[src/battery_alarm_monitor_core_defines.svh]
// ----------------------------------------------------------------------------
// Battery alarm monitor assertion macros
// Concurrent assertion shorthands, clocked on clk and disabled in reset.
// ----------------------------------------------------------------------------
`ifndef BATTERY_ALARM_MONITOR_CORE_DEFINES_SVH
`define BATTERY_ALARM_MONITOR_CORE_DEFINES_SVH

// Same-cycle implication
`define BAM_ASSERT_NOW(label, ante, cons, msg) \
    label: assert property (@(posedge clk) disable iff (!rst_n) (ante) |-> (cons)) \
        else $error(msg);

// Next-cycle implication
`define BAM_ASSERT_NEXT(label, ante, cons, msg) \
    label: assert property (@(posedge clk) disable iff (!rst_n) (ante) |=> (cons)) \
        else $error(msg);

`endif

[src/bam_pkg.sv]
// ----------------------------------------------------------------------------
// Battery alarm monitor package
// Alarm state codes, register indexes, reset values and field widths.
// ----------------------------------------------------------------------------
package bam_pkg;

    localparam int unsigned VAL_W     = 16;
    localparam int unsigned STATE_W   = 2;
    localparam int unsigned CFG_IDX_W = 3;
    localparam int unsigned IN_DATA_W  = 40;  // 35 bits of fields, zero filled
    localparam int unsigned OUT_DATA_W = 8;   // 7 bits of fields, zero filled

    typedef logic [STATE_W-1:0]   alm_state_t;
    typedef logic [CFG_IDX_W-1:0] cfg_idx_t;
    typedef logic [VAL_W-1:0]     cfg_data_t;
    typedef logic [IN_DATA_W-1:0]  in_data_t;
    typedef logic [OUT_DATA_W-1:0] out_data_t;

    // Alarm states
    localparam alm_state_t ALM_CLEAR  = 2'd0;
    localparam alm_state_t ALM_ACTIVE = 2'd1;
    localparam alm_state_t ALM_ACKED  = 2'd2;

    // Register indexes
    localparam cfg_idx_t REG_CURRENT_TRIP_LOW  = 3'd0;
    localparam cfg_idx_t REG_CURRENT_TRIP_HIGH = 3'd1;
    localparam cfg_idx_t REG_CURRENT_CLEAR_LOW = 3'd2;
    localparam cfg_idx_t REG_VOLTAGE_LOW       = 3'd3;
    localparam cfg_idx_t REG_VOLTAGE_HIGH      = 3'd4;

    // Register reset values
    localparam logic signed [VAL_W-1:0] CURRENT_TRIP_LOW_RST  = -16'sd80;
    localparam logic signed [VAL_W-1:0] CURRENT_TRIP_HIGH_RST = 16'sd320;
    localparam logic signed [VAL_W-1:0] CURRENT_CLEAR_LOW_RST = 16'sd80;
    localparam logic [VAL_W-1:0]        VOLTAGE_LOW_RST       = 16'd4480;
    localparam logic [VAL_W-1:0]        VOLTAGE_HIGH_RST      = 16'd6480;

endpackage

[src/battery_alarm_monitor_core.sv]
// ----------------------------------------------------------------------------
// Battery alarm monitor core
// Interlock, overcurrent and voltage window alarms with acknowledge.
// ----------------------------------------------------------------------------
// One sample per cycle, sustained while m_tready is high. A sample is
// captured in an input register, the alarm states are updated from it, and
// the result is held in an output register. The rate is set by the update
// of the alarm state registers. With the output stalled, one further sample
// is still taken into the input register. The user must write registers on
// the cfg channel only while no sample is in flight; the block does not
// enforce this. cfg_ready is always high.
`include "battery_alarm_monitor_core_defines.svh"

module battery_alarm_monitor_core (
    input  logic                 clk,
    input  logic                 rst_n,
    // stream in
    input  logic                 s_tvalid,
    output logic                 s_tready,
    // [0] skip, [1] interlock_ok, [17:2] pack_current, [33:18] pack_voltage,
    // [34] acknowledge, [39:35] zero
    input  bam_pkg::in_data_t    s_tdata,
    // stream out
    output logic                 m_tvalid,
    input  logic                 m_tready,
    // [1:0] interlock_state, [3:2] current_state, [5:4] voltage_state,
    // [6] any_alarm, [7] zero
    output bam_pkg::out_data_t   m_tdata,
    // configuration
    input  logic                 cfg_valid,
    output logic                 cfg_ready,
    input  bam_pkg::cfg_idx_t    cfg_index,
    input  bam_pkg::cfg_data_t   cfg_data
);
    import bam_pkg::*;

    // configuration registers
    logic signed [VAL_W-1:0] cur_trip_low_reg;
    logic signed [VAL_W-1:0] cur_trip_high_reg;
    logic signed [VAL_W-1:0] cur_clear_low_reg;
    logic [VAL_W-1:0]        volt_low_reg;
    logic [VAL_W-1:0]        volt_high_reg;

    // input stage
    logic     in_valid_reg;
    in_data_t in_data_reg;

    // alarm state
    alm_state_t il_state_reg, il_state_next;
    alm_state_t cur_state_reg, cur_state_next;
    alm_state_t volt_state_reg, volt_state_next;
    logic       il_pend_reg, il_pend_next;
    logic       cur_pend_reg, cur_pend_next;
    logic       volt_pend_reg, volt_pend_next;
    logic       combined_reg, combined_next;

    // output stage
    logic      out_valid_reg;
    out_data_t out_data_reg;

    logic                    advance;
    logic                    skip;
    logic                    ilk_ok;
    logic signed [VAL_W-1:0] cur;
    logic [VAL_W-1:0]        volt;
    logic                    ack;
    logic                    cur_out, cur_in, volt_out, volt_in;
    alm_state_t              cur_state_w, volt_state_w;
    logic                    cur_pend_w, volt_pend_w;

    assign cfg_ready = 1'b1;
    assign advance   = in_valid_reg && (!out_valid_reg || m_tready);
    assign s_tready  = !in_valid_reg || advance;
    assign m_tvalid  = out_valid_reg;
    assign m_tdata   = out_data_reg;

    assign skip   = in_data_reg[0];
    assign ilk_ok = in_data_reg[1];
    assign cur    = $signed(in_data_reg[17:2]);
    assign volt   = in_data_reg[33:18];
    assign ack    = in_data_reg[34];

    assign cur_out  = (cur < cur_trip_low_reg) || (cur > cur_trip_high_reg);
    assign cur_in   = (cur > cur_clear_low_reg) && (cur < cur_trip_high_reg);
    assign volt_out = (volt < volt_low_reg) || (volt > volt_high_reg);
    assign volt_in  = (volt > volt_low_reg) && (volt < volt_high_reg);

    // Raise from clear, promote to acknowledged once the flag is gone,
    // then drop back to clear when strictly inside the clear window.
    always_comb
    begin
        cur_state_w = cur_state_reg;
        cur_pend_w  = cur_pend_reg;
        case (cur_state_reg)
            ALM_CLEAR:
            begin
                if (cur_out)
                begin
                    cur_state_w = ALM_ACTIVE;
                    cur_pend_w  = 1'b1;
                end
            end
            ALM_ACTIVE:
            begin
                if (!cur_pend_reg)
                    cur_state_w = ALM_ACKED;
            end
            default: ;
        endcase
        if (cur_in)
        begin
            cur_state_w = ALM_CLEAR;
            cur_pend_w  = 1'b0;
        end

        volt_state_w = volt_state_reg;
        volt_pend_w  = volt_pend_reg;
        case (volt_state_reg)
            ALM_CLEAR:
            begin
                if (volt_out)
                begin
                    volt_state_w = ALM_ACTIVE;
                    volt_pend_w  = 1'b1;
                end
            end
            ALM_ACTIVE:
            begin
                if (!volt_pend_reg)
                    volt_state_w = ALM_ACKED;
            end
            default: ;
        endcase
        if (volt_in)
        begin
            volt_state_w = ALM_CLEAR;
            volt_pend_w  = 1'b0;
        end
    end

    always_comb
    begin
        il_state_next   = il_state_reg;
        il_pend_next    = il_pend_reg;
        cur_state_next  = cur_state_reg;
        cur_pend_next   = cur_pend_reg;
        volt_state_next = volt_state_reg;
        volt_pend_next  = volt_pend_reg;
        combined_next   = combined_reg;
        if (!skip)
        begin
            if (!ilk_ok && il_state_reg == ALM_CLEAR)
            begin
                il_state_next = ALM_ACTIVE;
                il_pend_next  = 1'b1;
            end
            else if (!ilk_ok)
            begin
                il_state_next = il_pend_reg ? ALM_ACTIVE : ALM_ACKED;
            end
            else
            begin
                il_state_next = ALM_CLEAR;
                il_pend_next  = 1'b0;
            end
            cur_state_next  = cur_state_w;
            cur_pend_next   = cur_pend_w;
            volt_state_next = volt_state_w;
            volt_pend_next  = volt_pend_w;
            // acknowledge lands after the state update
            if (ack)
            begin
                il_pend_next   = 1'b0;
                cur_pend_next  = 1'b0;
                volt_pend_next = 1'b0;
            end
            combined_next = il_pend_next || cur_pend_next || volt_pend_next;
        end
    end

    always_ff @(posedge clk or negedge rst_n)
    begin
        if (!rst_n)
        begin
            cur_trip_low_reg  <= CURRENT_TRIP_LOW_RST;
            cur_trip_high_reg <= CURRENT_TRIP_HIGH_RST;
            cur_clear_low_reg <= CURRENT_CLEAR_LOW_RST;
            volt_low_reg      <= VOLTAGE_LOW_RST;
            volt_high_reg     <= VOLTAGE_HIGH_RST;
        end
        else if (cfg_valid && cfg_ready)
        begin
            case (cfg_index)
                REG_CURRENT_TRIP_LOW:  cur_trip_low_reg  <= $signed(cfg_data);
                REG_CURRENT_TRIP_HIGH: cur_trip_high_reg <= $signed(cfg_data);
                REG_CURRENT_CLEAR_LOW: cur_clear_low_reg <= $signed(cfg_data);
                REG_VOLTAGE_LOW:       volt_low_reg      <= cfg_data;
                REG_VOLTAGE_HIGH:      volt_high_reg     <= cfg_data;
                default: ;
            endcase
        end
    end

    always_ff @(posedge clk or negedge rst_n)
    begin
        if (!rst_n)
        begin
            in_valid_reg   <= 1'b0;
            out_valid_reg  <= 1'b0;
            il_state_reg   <= ALM_CLEAR;
            cur_state_reg  <= ALM_CLEAR;
            volt_state_reg <= ALM_CLEAR;
            il_pend_reg    <= 1'b0;
            cur_pend_reg   <= 1'b0;
            volt_pend_reg  <= 1'b0;
            combined_reg   <= 1'b0;
        end
        else
        begin
            if (s_tvalid && s_tready)
                in_valid_reg <= 1'b1;
            else if (advance)
                in_valid_reg <= 1'b0;

            if (advance)
                out_valid_reg <= 1'b1;
            else if (m_tready)
                out_valid_reg <= 1'b0;

            if (advance)
            begin
                il_state_reg   <= il_state_next;
                cur_state_reg  <= cur_state_next;
                volt_state_reg <= volt_state_next;
                il_pend_reg    <= il_pend_next;
                cur_pend_reg   <= cur_pend_next;
                volt_pend_reg  <= volt_pend_next;
                combined_reg   <= combined_next;
            end
        end
    end

    // payload registers
    always_ff @(posedge clk)
    begin
        if (s_tvalid && s_tready)
            in_data_reg <= s_tdata;
        if (advance)
            out_data_reg <= {1'b0, combined_next, volt_state_next,
                             cur_state_next, il_state_next};
    end

    `BAM_ASSERT_NOW(a_pend_implies_active,
        il_pend_reg || cur_pend_reg || volt_pend_reg,
        (!il_pend_reg || il_state_reg == ALM_ACTIVE) &&
        (!cur_pend_reg || cur_state_reg == ALM_ACTIVE) &&
        (!volt_pend_reg || volt_state_reg == ALM_ACTIVE),
        "pending flag set on an alarm that is not active unacknowledged")

    `BAM_ASSERT_NOW(a_combined_matches,
        1'b1,
        combined_reg == (il_pend_reg || cur_pend_reg || volt_pend_reg),
        "combined alarm differs from the OR of the pending flags")

    `BAM_ASSERT_NEXT(a_state_holds_on_stall,
        in_valid_reg && !advance,
        in_valid_reg && $stable(il_state_reg) && $stable(cur_state_reg) &&
        $stable(volt_state_reg) && $stable(combined_reg),
        "alarm state moved while the held sample was stalled")

endmodule
[config.mk]
export PLATFORM = sky130hd
export DESIGN_NAME = battery_alarm_monitor_core
export DESIGN_NICKNAME = d
export VERILOG_FILES = /design/src/bam_pkg.sv /design/src/battery_alarm_monitor_core.sv
export VERILOG_INCLUDE_DIRS = /design/src /design/src/src
export SDC_FILE = /design/constraint.sdc
export NUM_CORES = 1
export LEC_CHECK = 0
export BUFFER_PORTS_ARGS = -buffer_cell sky130_fd_sc_hd__buf_2
export CAP_MARGIN = 10
export CORE_ASPECT_RATIO = 0.9
export CORE_MARGIN = 2
export CORE_UTILIZATION = 30
export CTS_BUF_LIST = sky130_fd_sc_hd__clkbuf_2 sky130_fd_sc_hd__clkbuf_4 sky130_fd_sc_hd__clkbuf_8
export CTS_CLUSTER_SIZE = 8
export DETAILED_ROUTE_END_ITERATION = 8
export PLACE_DENSITY = 0.56
export REMOVE_ABC_BUFFERS = 1
export SYNTH_ARGS = -nofsm -noshare
export SYNTH_HDL_FRONTEND = slang
export SYNTH_SLANG_ARGS = --single-unit
[constraint.sdc]
create_clock -name clk -period 2.4 [get_ports clk]
set_clock_uncertainty 0.2 [all_clocks]
set_input_delay 0.24 -clock clk [delete_from_list [all_inputs] [get_ports clk]]
set_output_delay 0.24 -clock clk [all_outputs]
set_load 0.01 [all_outputs]
### Word-level counts from Yosys, hierarchy flattened

Index checks and enable logic that the tools add are counted.

* flip-flop bits (word level): 134
* bits of input ports: 64
* output and inout bits: 11
* word-level logic and storage cells: 90

* order comparisons: 8
* eq/ne operators: 6
* multiplexer cells: 33
* bitwise gates (word level): 1
* reduce and logical (&&, ||, !) cells: 26

Operator list (count)
* > comparator 16 bit: 4
* less-than comparator 16 bit: 4
* two-way mux 2 bit: 12
* two-way mux 1 bit: 19
* AND reduction 2 bit: 6
* case mux 2 bit (2 select lines): 2
* == test 3 x 2 -> 1 bit, second input constant: 2
* logical NOT 2 bit: 3
* logical OR 1 bit: 6
* logical AND 1 bit: 5
* == test 2 x 1 -> 1 bit, second input constant: 2
* nonzero test 2 bit: 2
* == test 3 x 1 -> 1 bit, second input constant: 1
* == test 3 bit, second input constant: 1
* logical NOT 1 bit: 3
* logical NOT 3 bit: 1
* NOT 1 bit: 1

### Longest topological paths before layout

* word-level depth: 10
* depth in mapped cells: 9
* mapped depth without buffers: 9

### Least setup slack after synthesis

No wires, ideal clock.

* path type: register to register
* start: register cur_trip_high_reg[8]
* end: register out_data_reg[2], in the netlist m_tdata[2] (data pin)
* library setup time: 0.164 ns
* data arrival time: 2.228 ns
* required time: 2.036 ns
* path slack: -0.191 ns
* cell stages (with the launch flop): 10
* buffers on the path: 0
* clock period less this slack: 2.591 ns
* cell sequence: dfstp_2 > inv_1 > ha_1 > and4_4 > and2_4 > a22o_1 > or4_4 > o311ai_2 > o21ai_1 > o221ai_1

* longest elaborated chain between the ends: 6
* elaborated cells between the ends (all ways): 8
* classes of those cells: 2 x order compare; 4 x mux; 2 x reduce/logical

Ends and longest elaborated chain
* from (decl): line battery_alarm_monitor_core.sv:39 `logic signed [VAL_W-1:0] cur_trip_high_reg;`
* from (signal assigned): line battery_alarm_monitor_core.sv:195 `REG_CURRENT_TRIP_HIGH: cur_trip_high_reg <= $signed(cfg_data);`
* > comparator 16 bit: line battery_alarm_monitor_core.sv:83 `assign cur_out = (cur < cur_trip_low_reg) || (cur > cur_trip_high_reg);`
* logical OR 1 bit: line battery_alarm_monitor_core.sv:83
* two-way mux 2 bit: line battery_alarm_monitor_core.sv:97 `if (cur_out)`
* case mux 2 bit (2 select lines): line battery_alarm_monitor_core.sv:94 `case (cur_state_reg)`
* two-way mux 2 bit *: line battery_alarm_monitor_core.sv:110 `if (cur_in)`
* two-way mux 2 bit *: line battery_alarm_monitor_core.sv:150 `if (!skip)`
* net cur_state_next[0]: line battery_alarm_monitor_core.sv:50 `alm_state_t cur_state_reg, cur_state_next;`
* to (signal assigned): line battery_alarm_monitor_core.sv:249 `out_data_reg <= {1'b0, combined_next, volt_state_next,`
* to (decl): line battery_alarm_monitor_core.sv:59 `out_data_t out_data_reg;`

The timed path passes the listed nets; every way through them passes the cells marked *.
A chain may end at the register's enable or synchronous reset.

### Worst setup path in the final report

* start: register in_data_reg[19]
* end: register out_data_reg[4], in the netlist m_tdata[4] (data pin)

* longest elaborated chain between the ends: 6
* elaborated cells between the ends (all ways): 10
* classes of those cells: 4 x order compare; 4 x mux; 2 x reduce/logical

Ends and longest elaborated chain
* from (decl): line battery_alarm_monitor_core.sv:46 `in_data_t in_data_reg;`
* from (signal assigned): line battery_alarm_monitor_core.sv:247 `in_data_reg <= s_tdata;`
* less-than comparator 16 bit or > comparator 16 bit (tied branches): line battery_alarm_monitor_core.sv:85 `assign volt_out = (volt < volt_low_reg) || (volt > volt_high_reg);`
* logical OR 1 bit: line battery_alarm_monitor_core.sv:85
* two-way mux 2 bit: line battery_alarm_monitor_core.sv:121 `if (volt_out)`
* case mux 2 bit (2 select lines): line battery_alarm_monitor_core.sv:118 `case (volt_state_reg)`
* two-way mux 2 bit *: line battery_alarm_monitor_core.sv:134 `if (volt_in)`
* two-way mux 2 bit *: line battery_alarm_monitor_core.sv:150
* net volt_state_next[0]: line battery_alarm_monitor_core.sv:51 `alm_state_t volt_state_reg, volt_state_next;`

Marked as above.

==> flow_summary.ini <==
[route]
drtIter0Drc = 320
wl_per_cell_um = 15.3
wl_um = 17700
dr_total_vias = 5288
vias_per_cell = 4.57
antenna_left = 0
firstDrtPassIters = 5
drc = 0

[sta]
fin_crit_sh = 1.13
hold_viol_final = 0
rsz0062_at_grt = yes
fmax_mhz = 369
slew_violations = 0
tightestPinTransition_ns = 0.592
period_minus_slack_ns = 2.71
final-setup-viol-count = 12
slew-limit-headroom = 0.603
worst_slack_ns = -0.307

[finish]
drive_gt1_frac = 0.298
fillCellCount = 2224
nets = 991
regArea_um2 = 3590
area_growth_pct = 34.8
final_cells = 1158
multi_input_area_um2 = 3300
largest_reg_flops = 35
antenna_cells = 0

[worst_setup_path]
end_kind = register
r2r_start = in_data_reg[19]
crit_type = reg2reg
crit_chain = ha_4 > nor2b_4 > o211ai_1 > a2111o_1 > nand3_1 > or3_4 > a21boi_2 > mux2_2
crit_end = m_tdata[4]
slowest_stage = edfxtp_1
crit_cells = 8
path_delay_family = compound AO/OA/AOI/OAI gates
path_buf_inv = 0
reg2reg_to = m_tdata[4]
slowest_delay_ns = 0.45
startpoint_type = register
critPathMaxFanout = 3
rrSetupSlack_ns = -0.31
r2r_cells = 8
critical_path_required_ns = 2.42
critical_path_arrival_ns = 2.73
crit_start = in_data_reg[19]

[global_route]
track_usage = 0.151
grt_pass1_vias = 5073
antenna_found_initial = 0
grt_pass1_wl_um = 27800
grt-ovfl-total = 0
grt_max_degree = 46

[power_and_ir_drop]
vdd_drop_max_mv = 0.360
power.density_nw_per_um2 = 779
power_w = 0.00731
p_clk_frac = 0.275
p_comb_frac = 0.300
internal-power_w = 0.00495
switching_share = 0.322
p_leak_nw = 4.13
p_switching_w = 0.00236
p_seq_frac = 0.425

[floorplanning]
die_area_um2 = 24400
initial_core_util = 0.308
die_h_um = 149
rows = 52
core_um2 = 22600
die_x_um = 165
io_pins = 75

[synthesis]
synth_common_cells = nand2_1, inv_1, ha_1
ys_warn_count = 0
synth-async-reset-ratio = 0.687
ys_seq_elements = 134
avgSynthCellArea_um2 = 10.5
yosysTopAreaCell = dfrtp_1
ys.flop_type = dfrtp_1
yosysSeqAreaShare = 0.516
synth_top_area_frac = 0.248
synth_cell_types = 60
syn-cell-area_um2 = 6960
synth-edff-count = 42
synthTopCellsByArea = dfrtp_1, edfxtp_1, ha_1
yosysMostFrequentCell = nand2_1
synthCells = 665

[min_path]
hold_class = in2reg

[clocking]
path_clk_slew_ns = 0.09
clock_latency_ns = 0.47
ctsLongestPathBuffers = 2
htree_levels = 4
numCtsBuffers = 17
cts_tree = yes
cts.sinks = 134
cts_root_buf = clkbuf_8

[placement]
io_buffers = 67
hpwl_um = 12600
placed_cells = 1064
place_congestion = 0.824
post-place-ws_ns = -0.441

[run]
max_cap_viol_count = 0

[status]
violations = negative setup slack
status = complete, but fails checks
layout by cell type (no fill, tap or decap), types with 3 or more instances in the layout:
cell / instances
nand2_1: 92
inv_1: 83
o21ai_0: 71
ha_1: 69
dfrtp_1: 69
buf_2: 66
dlygate4sd3_1: 58
buf_4: 50
edfxtp_1: 42
a21oi_1: 32
dfstp_2: 23
mux2_2: 22
nor2_1: 18
clkbuf_8: 17
nand4_1: 12
nand3_1: 10
ha_4: 10
a21oi_2: 5
o211ai_1: 5
nand2b_1: 5
nor2_2: 4
o21ai_1: 4
clkinvlp_4: 4
buf_12: 4
inv_2: 3
nor2b_1: 3
o21bai_1: 3
a21o_1: 3
nor3_2: 3
inv_6: 3
clkinv_2: 3
bufinv_16: 3
how the worst min path moves through the flow:
stage | depth (start not counted) | startpoint | end | slack (ns)
floorplan | 0 | rst_n | combined_reg | -0.26
global placement | 1 | rst_n | cur_trip_high_reg[10] | 0.03
detailed placement | 1 | rst_n | cur_trip_high_reg[10] | 0.03
CTS | 5 | cfg_index[2] | volt_high_reg[7] | 0.01
global route | 5 | cfg_index[2] | volt_high_reg[7] | 0.06
finish | 5 | cfg_index[2] | volt_high_reg[7] | 0.03
per-layer routing:
layer  share of wire  vias up  wire length [um]  global-route usage
li1                -     2688                 -                   -
met1            0.52     2474              9250               0.230
met2            0.42      109              7460               0.214
met3           0.042       17               748              0.0298
met4           0.013        0               226              0.0435
met5               0        -                 0                   0
per-stage QoR:
| stage | TNS [ns] | instance area (um2) | util | hold WS (ns) |
|---|---|---|---|---|
| after floorplan | -2.94 | 6900 | - | -0.256 |
| after global placement | -4.16 | 8060 | 0.356 | 0.0282 |
| after detailed placement | -3.94 | 8060 | 0.356 | 0.0318 |
| final | -2.58 | 9390 | 0.415 | 0.0320 |
| after CTS | -2.40 | 9270 | 0.409 | 0.0134 |
| after global routing | -3.77 | 9390 | 0.415 | 0.0567 |
final cells by class:
class | count | area share
clock buffers | 17 | 0.0249
clock inverters | 15 | 0.0191
inverters | 86 | 0.0344
multi-input cells | 429 | 0.351
flip-flops and latches | 134 | 0.383
well taps | 297 | 0.0396
repair buffers | 180 | 0.148
worst register-to-register path: cells and delay by family (launching register included):
kind	cells	cell delay, ns
AOI/OAI and AO/OA	3	0.72
and+or+nand+nor	3	0.60
DFF	1	0.45
muxes	1	0.26
adders and majority gates	1	0.25
logic make-up (layout without fill, tap and decap cells):
kind of cell | after synthesis | after routing | share of synthesized area
flip-flops | 134 | 134 | 0.516
adder cells (fa/ha/maj) | 79 | 79 | 0.142
buffers and inverters | 102 | 298 | 0.0561
AND/OR/NAND/NOR | 170 | 170 | 0.115
XOR/XNOR | 1 | 1 | 0.00126
other | 2 | 2 | 0.00108
AO/OA/AOI/OAI | 154 | 154 | 0.132
multiplexers | 23 | 23 | 0.0372
power groups by stage:
stage	clock network (W)	logic, W	registers [W]
floorplan	0	0.00120	0.00309
detailed placement	0	0.00189	0.00314
global route	0.00215	0.00249	0.00316
global placement	0	0.00188	0.00313
finish	0.00201	0.00219	0.00311
CTS	0.00206	0.00210	0.00311
what timing repair did:
action                                  4_1_cts  5_1_grt
hold buffers                                 58        0
pin swaps                                    24       10
gates resized for setup                      31       20
endpoints found under the setup margin       12       12
buffers inserted                              2        2
hold endpoints to repair                    195        0
Note: power is estimated with default switching activity, not from simulation.
